`src/rtl/csfs_pkg.sv`:
```
`timescale 1ns / 1ps
`default_nettype none
// ----------------------------------------------------------------------------
// Consensus site filter package
// Shared types, constants, register indexes and reset values.
// ----------------------------------------------------------------------------
package csfs_pkg;

    localparam int NumBins = 10;
    localparam int BinWidth = 4;
    localparam int ReportWidth = 48;
    localparam int CfgIndexWidth = 2;
    localparam int CfgDataWidth = 8;

    localparam logic [CfgIndexWidth-1:0] CFG_MIN_MAPQ  = 2'd0;
    localparam logic [CfgIndexWidth-1:0] CFG_MIN_DEPTH = 2'd1;
    localparam logic [CfgIndexWidth-1:0] CFG_MAX_DEPTH = 2'd2;
    localparam logic [CfgIndexWidth-1:0] CFG_MIN_NQ    = 2'd3;

    localparam logic [5:0] RESET_MIN_MAPQ  = 6'd40;
    localparam logic [7:0] RESET_MIN_DEPTH = 8'd3;
    localparam logic [7:0] RESET_MAX_DEPTH = 8'd255;
    localparam logic [5:0] RESET_MIN_NQ    = 6'd20;

    localparam logic [11:0] MIN_FRACTION = 12'd4;
    localparam logic [3:0]  N_BASE_CODE  = 4'hf;
    localparam logic [7:0]  BIN_STEP     = 8'd10;

    typedef struct packed {
        logic [5:0] mapq_floor;
        logic [7:0] depth_floor;
        logic [7:0] depth_ceiling;
        logic [5:0] nq_floor;
    } cfg_t;

    typedef struct packed {
        logic                site_passes;
        logic                is_n_base;
        logic [BinWidth-1:0] quality_bin;
    } site_t;

    // The bin is the number of multiples of ten that the quality reaches,
    // which also clamps everything at or above ninety into the last bin.
    function automatic logic [BinWidth-1:0] quality_bin_of(input logic [7:0] cq);
        logic [BinWidth-1:0] bin;
        bin = '0;
        for (int i = 1; i < NumBins; i++)
        begin
            if (cq >= 8'(i) * BIN_STEP)
            begin
                bin = bin + 4'd1;
            end
        end
        return bin;
    endfunction

endpackage
`default_nettype wire

```
`src/rtl/csfs_filter.sv`:
```
`timescale 1ns / 1ps
`default_nettype none
// ----------------------------------------------------------------------------
// Consensus site filter
// Unpacks one record and tests it against the configured limits.
// ----------------------------------------------------------------------------
module csfs_filter
(
    input  wire logic [31:0]    low_word,
    input  wire logic [31:0]    high_word,
    input  wire csfs_pkg::cfg_t cfg,
    output csfs_pkg::site_t     site
);

    logic [7:0]  depth;
    logic [5:0]  mapq;
    logic [5:0]  nq2;
    logic [11:0] fraction;
    logic [3:0]  base;
    logic [7:0]  cq;

    assign depth    = low_word[7:0];
    assign mapq     = low_word[13:8];
    assign nq2      = {low_word[19:15], 1'b0};
    assign fraction = low_word[31:20];
    assign base     = high_word[31:28];
    assign cq       = high_word[23:16];

    assign site.site_passes = (mapq >= cfg.mapq_floor)
                            && (fraction >= csfs_pkg::MIN_FRACTION)
                            && (depth >= cfg.depth_floor)
                            && (depth <= cfg.depth_ceiling)
                            && (nq2 >= cfg.nq_floor);
    assign site.is_n_base   = (base == csfs_pkg::N_BASE_CODE);
    assign site.quality_bin = csfs_pkg::quality_bin_of(cq);

endmodule
`default_nettype wire

```
`src/rtl/csfs_stats.sv`:
```
`timescale 1ns / 1ps
`default_nettype none
// ----------------------------------------------------------------------------
// Consensus site statistics
// Saturating site counters and cumulative quality histogram counts.
// ----------------------------------------------------------------------------
module csfs_stats
#(
    parameter int COUNT_WIDTH = 48
)
(
    input  wire logic                              clk,
    input  wire logic                              rst_n,
    input  wire logic                              update,
    input  wire csfs_pkg::site_t                   site,
    input  wire logic [csfs_pkg::BinWidth-1:0]     report_bin,
    output logic [COUNT_WIDTH-1:0]                 good_next,
    output logic [COUNT_WIDTH-1:0]                 n_next,
    output logic [COUNT_WIDTH-1:0]                 non_n_next,
    output logic [COUNT_WIDTH-1:0]                 at_or_above_next
);

    // Each entry holds the saturated sum of histogram bins from its own
    // index up to the last bin, so a passing site bumps every entry at or
    // below its bin and the cumulative count is a single lookup.
    logic [COUNT_WIDTH-1:0] good_reg;
    logic [COUNT_WIDTH-1:0] n_reg;
    logic [COUNT_WIDTH-1:0] non_n_reg;
    logic [COUNT_WIDTH-1:0] suffix_reg  [csfs_pkg::NumBins];
    logic [COUNT_WIDTH-1:0] suffix_next [csfs_pkg::NumBins];

    always_comb
    begin
        good_next  = good_reg;
        n_next     = n_reg;
        non_n_next = non_n_reg;
        if (site.site_passes && !(&good_reg)) begin
            good_next = good_reg + 1'b1;
        end
        if (site.is_n_base && !(&n_reg)) begin
            n_next = n_reg + 1'b1;
        end
        if (!site.is_n_base && !(&non_n_reg)) begin
            non_n_next = non_n_reg + 1'b1;
        end
        for (int k = 0; k < csfs_pkg::NumBins; k++) begin
            suffix_next[k] = suffix_reg[k];
            if (site.site_passes && (csfs_pkg::BinWidth'(k) <= site.quality_bin)
                && !(&suffix_reg[k])) begin
                suffix_next[k] = suffix_reg[k] + 1'b1;
            end
        end
        if (report_bin < csfs_pkg::BinWidth'(csfs_pkg::NumBins)) begin
            at_or_above_next = suffix_next[report_bin];
        end
        else begin
            at_or_above_next = '0;
        end
    end

    always_ff @(posedge clk or negedge rst_n)
    begin
        if (!rst_n) begin
            good_reg  <= '0;
            n_reg     <= '0;
            non_n_reg <= '0;
            for (int k = 0; k < csfs_pkg::NumBins; k++) begin
                suffix_reg[k] <= '0;
            end
        end
        else if (update) begin
            good_reg  <= good_next;
            n_reg     <= n_next;
            non_n_reg <= non_n_next;
            for (int k = 0; k < csfs_pkg::NumBins; k++) begin
                suffix_reg[k] <= suffix_next[k];
            end
        end
    end

endmodule
`default_nettype wire

```
`src/rtl/consensus_site_filter_stats.sv`:
```
`timescale 1ns / 1ps
`default_nettype none
// Pipeline: an accepted word is held in the input register and its result word moves into
// the result register when the output is not stalled. Throughput: one word per cycle while
// the output is not stalled; the input register and the result register move together, so
// a stalled output holds both stages and releases them in the same cycle.
// Reset clears all counters and histogram sums and loads the register reset values.
// ----------------------------------------------------------------------------
// Consensus site filter with running statistics
// Filters packed consensus records and reports saturating site counts.
// ----------------------------------------------------------------------------
module consensus_site_filter_stats
#(
    parameter int COUNT_WIDTH = 48
)
(
    input  wire logic                                   clk,
    input  wire logic                                   rst_n,
    input  wire logic                                   cfg_write,
    input  wire logic [csfs_pkg::CfgIndexWidth-1:0]     cfg_index,
    input  wire logic [csfs_pkg::CfgDataWidth-1:0]      cfg_data,
    input  wire logic                                   in_valid,
    output logic                                        in_ready,
    input  wire logic [31:0]                            low_word,
    input  wire logic [31:0]                            high_word,
    input  wire logic [csfs_pkg::BinWidth-1:0]          report_bin,
    output logic                                        out_valid,
    input  wire logic                                   out_ready,
    output logic                                        site_passes,
    output logic                                        is_n_base,
    output logic [csfs_pkg::BinWidth-1:0]               quality_bin,
    output logic [csfs_pkg::ReportWidth-1:0]            good_count,
    output logic [csfs_pkg::ReportWidth-1:0]            n_count,
    output logic [csfs_pkg::ReportWidth-1:0]            non_n_count,
    output logic [csfs_pkg::ReportWidth-1:0]            good_at_or_above
);

    localparam int PadWidth = COUNT_WIDTH + csfs_pkg::ReportWidth;

    csfs_pkg::cfg_t cfg_reg;

    logic                              s1_valid_reg;
    logic [31:0]                       low_word_reg;
    logic [31:0]                       high_word_reg;
    logic [csfs_pkg::BinWidth-1:0]     report_bin_reg;

    logic                              out_valid_reg;
    csfs_pkg::site_t                   site_reg;
    logic [csfs_pkg::ReportWidth-1:0]  good_reg;
    logic [csfs_pkg::ReportWidth-1:0]  n_reg;
    logic [csfs_pkg::ReportWidth-1:0]  non_n_reg;
    logic [csfs_pkg::ReportWidth-1:0]  at_or_above_reg;

    logic                              advance;
    logic                              update;
    csfs_pkg::site_t                   site;
    logic [COUNT_WIDTH-1:0]            good_next;
    logic [COUNT_WIDTH-1:0]            n_next;
    logic [COUNT_WIDTH-1:0]            non_n_next;
    logic [COUNT_WIDTH-1:0]            at_or_above_next;
    logic [PadWidth-1:0]               good_pad;
    logic [PadWidth-1:0]               n_pad;
    logic [PadWidth-1:0]               non_n_pad;
    logic [PadWidth-1:0]               at_or_above_pad;

    assign advance  = !out_valid_reg || out_ready;
    assign update   = s1_valid_reg && advance;
    assign in_ready = !s1_valid_reg || advance;

    always_ff @(posedge clk or negedge rst_n)
    begin
        if (!rst_n)
        begin
            cfg_reg.mapq_floor    <= csfs_pkg::RESET_MIN_MAPQ;
            cfg_reg.depth_floor   <= csfs_pkg::RESET_MIN_DEPTH;
            cfg_reg.depth_ceiling <= csfs_pkg::RESET_MAX_DEPTH;
            cfg_reg.nq_floor      <= csfs_pkg::RESET_MIN_NQ;
        end
        else if (cfg_write)
        begin
            case (cfg_index)
                csfs_pkg::CFG_MIN_MAPQ:  cfg_reg.mapq_floor    <= cfg_data[5:0];
                csfs_pkg::CFG_MIN_DEPTH: cfg_reg.depth_floor   <= cfg_data;
                csfs_pkg::CFG_MAX_DEPTH: cfg_reg.depth_ceiling <= cfg_data;
                csfs_pkg::CFG_MIN_NQ:    cfg_reg.nq_floor      <= cfg_data[5:0];
                default: ;
            endcase
        end
    end

    always_ff @(posedge clk or negedge rst_n)
    begin
        if (!rst_n)
        begin
            s1_valid_reg  <= 1'b0;
            out_valid_reg <= 1'b0;
        end
        else
        begin
            if (in_ready)
            begin
                s1_valid_reg <= in_valid;
            end
            if (advance)
            begin
                out_valid_reg <= s1_valid_reg;
            end
        end
    end

    always_ff @(posedge clk)
    begin
        if (in_valid && in_ready)
        begin
            low_word_reg   <= low_word;
            high_word_reg  <= high_word;
            report_bin_reg <= report_bin;
        end
        if (update)
        begin
            site_reg        <= site;
            good_reg        <= good_pad[csfs_pkg::ReportWidth-1:0];
            n_reg           <= n_pad[csfs_pkg::ReportWidth-1:0];
            non_n_reg       <= non_n_pad[csfs_pkg::ReportWidth-1:0];
            at_or_above_reg <= at_or_above_pad[csfs_pkg::ReportWidth-1:0];
        end
    end

    csfs_filter u_filter
    (
        .low_word  (low_word_reg),
        .high_word (high_word_reg),
        .cfg       (cfg_reg),
        .site      (site)
    );

    csfs_stats
    #(
        .COUNT_WIDTH (COUNT_WIDTH)
    )
    u_stats
    (
        .clk              (clk),
        .rst_n            (rst_n),
        .update           (update),
        .site             (site),
        .report_bin       (report_bin_reg),
        .good_next        (good_next),
        .n_next           (n_next),
        .non_n_next       (non_n_next),
        .at_or_above_next (at_or_above_next)
    );

    assign good_pad        = {{csfs_pkg::ReportWidth{1'b0}}, good_next};
    assign n_pad           = {{csfs_pkg::ReportWidth{1'b0}}, n_next};
    assign non_n_pad       = {{csfs_pkg::ReportWidth{1'b0}}, non_n_next};
    assign at_or_above_pad = {{csfs_pkg::ReportWidth{1'b0}}, at_or_above_next};

    assign out_valid        = out_valid_reg;
    assign site_passes      = site_reg.site_passes;
    assign is_n_base        = site_reg.is_n_base;
    assign quality_bin      = site_reg.quality_bin;
    assign good_count       = good_reg;
    assign n_count          = n_reg;
    assign non_n_count      = non_n_reg;
    assign good_at_or_above = at_or_above_reg;

endmodule
`default_nettype wire

```
`config.mk`:
```
export PLATFORM = sky130hd
export DESIGN_NAME = consensus_site_filter_stats
export DESIGN_NICKNAME = d
export VERILOG_FILES = /design/src/rtl/csfs_pkg.sv /design/src/rtl/csfs_filter.sv /design/src/rtl/csfs_stats.sv /design/src/rtl/consensus_site_filter_stats.sv
export SDC_FILE = /design/constraint.sdc
export NUM_CORES = 2
export LEC_CHECK = 0
export ABC_CLOCK_PERIOD_IN_PS = 10000
export BUFFER_PORTS_ARGS = -buffer_cell sky130_fd_sc_hd__buf_2
export CORE_UTILIZATION = 62
export CTS_BUF_LIST = sky130_fd_sc_hd__clkbuf_4
export DETAILED_ROUTE_END_ITERATION = 8
export PLACE_DENSITY = 0.91
export SLEW_MARGIN = 5
export SYNTH_ARGS = -nofsm -noshare
export SYNTH_HDL_FRONTEND = slang
export SYNTH_HIERARCHICAL = 1
export SYNTH_SLANG_ARGS = --single-unit
```
`constraint.sdc`:
```
create_clock -name clk -period 10 [get_ports clk]
set_input_delay 1.5 -clock clk [delete_from_list [all_inputs] [get_ports clk]]
set_output_delay 1.5 -clock clk [all_outputs]
set_load 0.01 [all_outputs]
```
==> impl_results.md <==
- Die area: 87800 µm²
- CTS tree: yes
- CTS sink count: 896
- Layout cells sized above 1: 0.133
- Routed wire length: 181000 µm
- Max VDD drop: 135 µV
- Clock Skews: 0.0919 ns
- Die Height: 296 µm
- Mapped Area: 53700 µm²
- Min Tclk post-route: 9.32 ns
- Core ar.: 85400 µm²
- PnR worst setup slack: 0.683 ns
- Post-Place Setup Slack: 0.629 ns
- Switching power: 2.47 mW
- Final Hold Fails: 0
- Comb pwr share: 0.123
- Yosys Warn Count: 6
- Max Cap Viol: 1
- Worst Path Required: 10.74 ns
- HP Class: input port to async pin
- DR WL/cell: 24.9 µm
- Post-CTS Hold Fix Bufs: 0
- Unrepaired setup endpoints after global routing: false
- Post-Synthesis Net Count: 5836
- # IOs: 283
- CP dominant cell by count: ha_1
- Register area: 23700 µm²
- Largest buffer count on any clock path: 3
- CTS root buf: clkbuf_4
- Switch share: 0.293
- Remaining DRCs: 6
- Initial antenna violation count: 10
- Buf/Inv on CP: 3
- Status: finished with violations
- Slew Limit Headroom: 0.00359
- CTS buffer count: 229
- Overall routing resource usage: 0.409
- Register share of total power: 0.487
- DRT antenna net count: 0
- Worst Setup End Kind: register
- CP max-delay cell: nor4_1
- Core Rows: 107
- Via density: 6.60
- HPWL Detailed: 129000 µm
- Max FFs per register: 480
- GPL Wtd Cong: 1.12
- Final max-slew violation count: 0
- DR vias: 48000
- Kind of critical path: register to register
- Initial Utilization: 0.629
- Global-route wire length before repair: 270000 µm
- Data arrival, critical path: 10.05 ns
- Peak Freq: 0.107 GHz
- Worst-skew pair later-pin latency: 1.20 ns
- P_int: 5.98 mW
- Area used by multi-input combinational logic: 28400 µm²
- Final setup vio count: 0
- Width of the die: 296 µm
- Crit-path max cell delay: 0.77 ns
- Leak pwr: 24.1 nW
- Final #Nets: 6051
- Port bufs: 258
- Fillers: 6643
- Final setup TNS: 0 ns
- Slew @ Worst Pin: 1.49 ns
- Crit-path max FO: 16
- GRT overflow: 0
- Worst-path clk slew: 0.07 ns
- Delay-heaviest family, CP: simple AND/OR/NAND/NOR gates
- Syn_area_per_cell: 9.41 µm²
- Total Power: 8.45 mW
- DR pass1 iterations: 9
- Area Growth Syn to Fin: 9.30%
- Vias in the first global route: 44800
- Fraction of the cycle the final worst path needs: 0.932
- CP Launch Type: register
- Gate Count Post-Synth: 5706
- Pwr Density: 144 nW/µm²
- Failing checks: design-rule violations, max-capacitance violations
- Clk pwr share: 0.390
- Max H-tree Level: 4
- Largest net degree at the start of global routing: 175
- DR iter-0 viols: 7051
power by group through the flow:
stage | logic (mW) | clock network, mW | registers (mW)
6_report | 1.04 | 3.29 | 4.11
5_1_grt | 1.10 | 3.54 | 4.13
4_1_cts | 0.997 | 3.35 | 4.11
3_5_place_dp | 0.986 | 0 | 4.18
3_3_place_gp | 0.959 | 0 | 4.17
2_1_floorplan | 0.536 | 0 | 4.18
placed cells by master, fill, tap and decap left out, types with 31 or more instances in the layout:
cell and count:
xnor2_1 692, nand2_1 680, dfrtp_1 640, xor2_1 495, nor2_1 472, nand3_1 380, clkbuf_4 337, nand4_1 314
buf_2 257, edfxtp_1 242, nor3_1 235, and3_1 128, nor4_1 126, inv_1 78, and4_1 74, clkinv_1 72
o21ai_0 57, o22ai_1 53, or3_1 53, buf_4 51, a21oi_1 47, ha_1 47, and2_1 46, o211ai_1 41
mux2_2 38, mux2i_1 31
through the flow:
stage	cell area, µm²	cells	utilization	hold slack (ns)
finish	58700	7275	0.687	0.296
global route	58700	7274	0.687	0.262
CTS	58700	7266	0.687	0.230
detailed placement	55600	6833	0.651	0.490
global placement	55600	6833	0.651	0.463
floorplan	53700	5706	-	0.449
per-layer routing:
layer  part of all wire  wire, µm  track usage  vias up
met5            0.00054        97            0        -
met4              0.069     12400        0.246       16
met3               0.14     25000        0.164      756
met2               0.42     76600        0.589     3360
met1               0.37     66900        0.516    23100
li1                   -         -            -    20800
cell type report:
type                    instances  area share
multi-input cells            4399       0.485
flip-flops and latches        896       0.403
clock buffers                 336      0.0430
repair buffers                315      0.0305
well taps                    1144      0.0244
clock inverters                97     0.00919
inverters                      80     0.00512
diodes                          8    0.000341
repair_timing:
| action | in CTS | in global routing |
|---|---|---|
| gates resized for setup | 0 | 1 |
| buffers inserted | 0 | 0 |
| endpoints found under the setup margin | 0 | 3 |
worst reg2reg max path: cells and delay by family (launching register included):
family                     cells  cell delay [ns]
and+or+nand+nor                9             2.88
xor gates and xnor gates       7             1.45
AOI/OAI and AO/OA              6             1.43
adders and majority gates      5             1.34
buffers and inverters          3             0.69
muxes                          2             0.59
DFF                            1             0.52
final timing paths:
path	from	endpoint	slack (ns)	depth (start not counted)
max in group asynchronous	rst_n	u_stats/suffix_reg[79]	7.55	3
hold / removal	rst_n	u_stats/suffix_reg[338]	0.30	1
hold reg to reg	cfg_reg[17]	cfg_reg[17]	0.51	1
setup reg to reg	high_word_reg[22]	good_at_or_above[34]	0.68	32
setup / recovery	high_word_reg[22]	good_at_or_above[34]	0.68	32
min in group clk	report_bin[1]	report_bin_reg[1]	0.49	1
No activity file was read; power rests on OpenSTA's default activity.
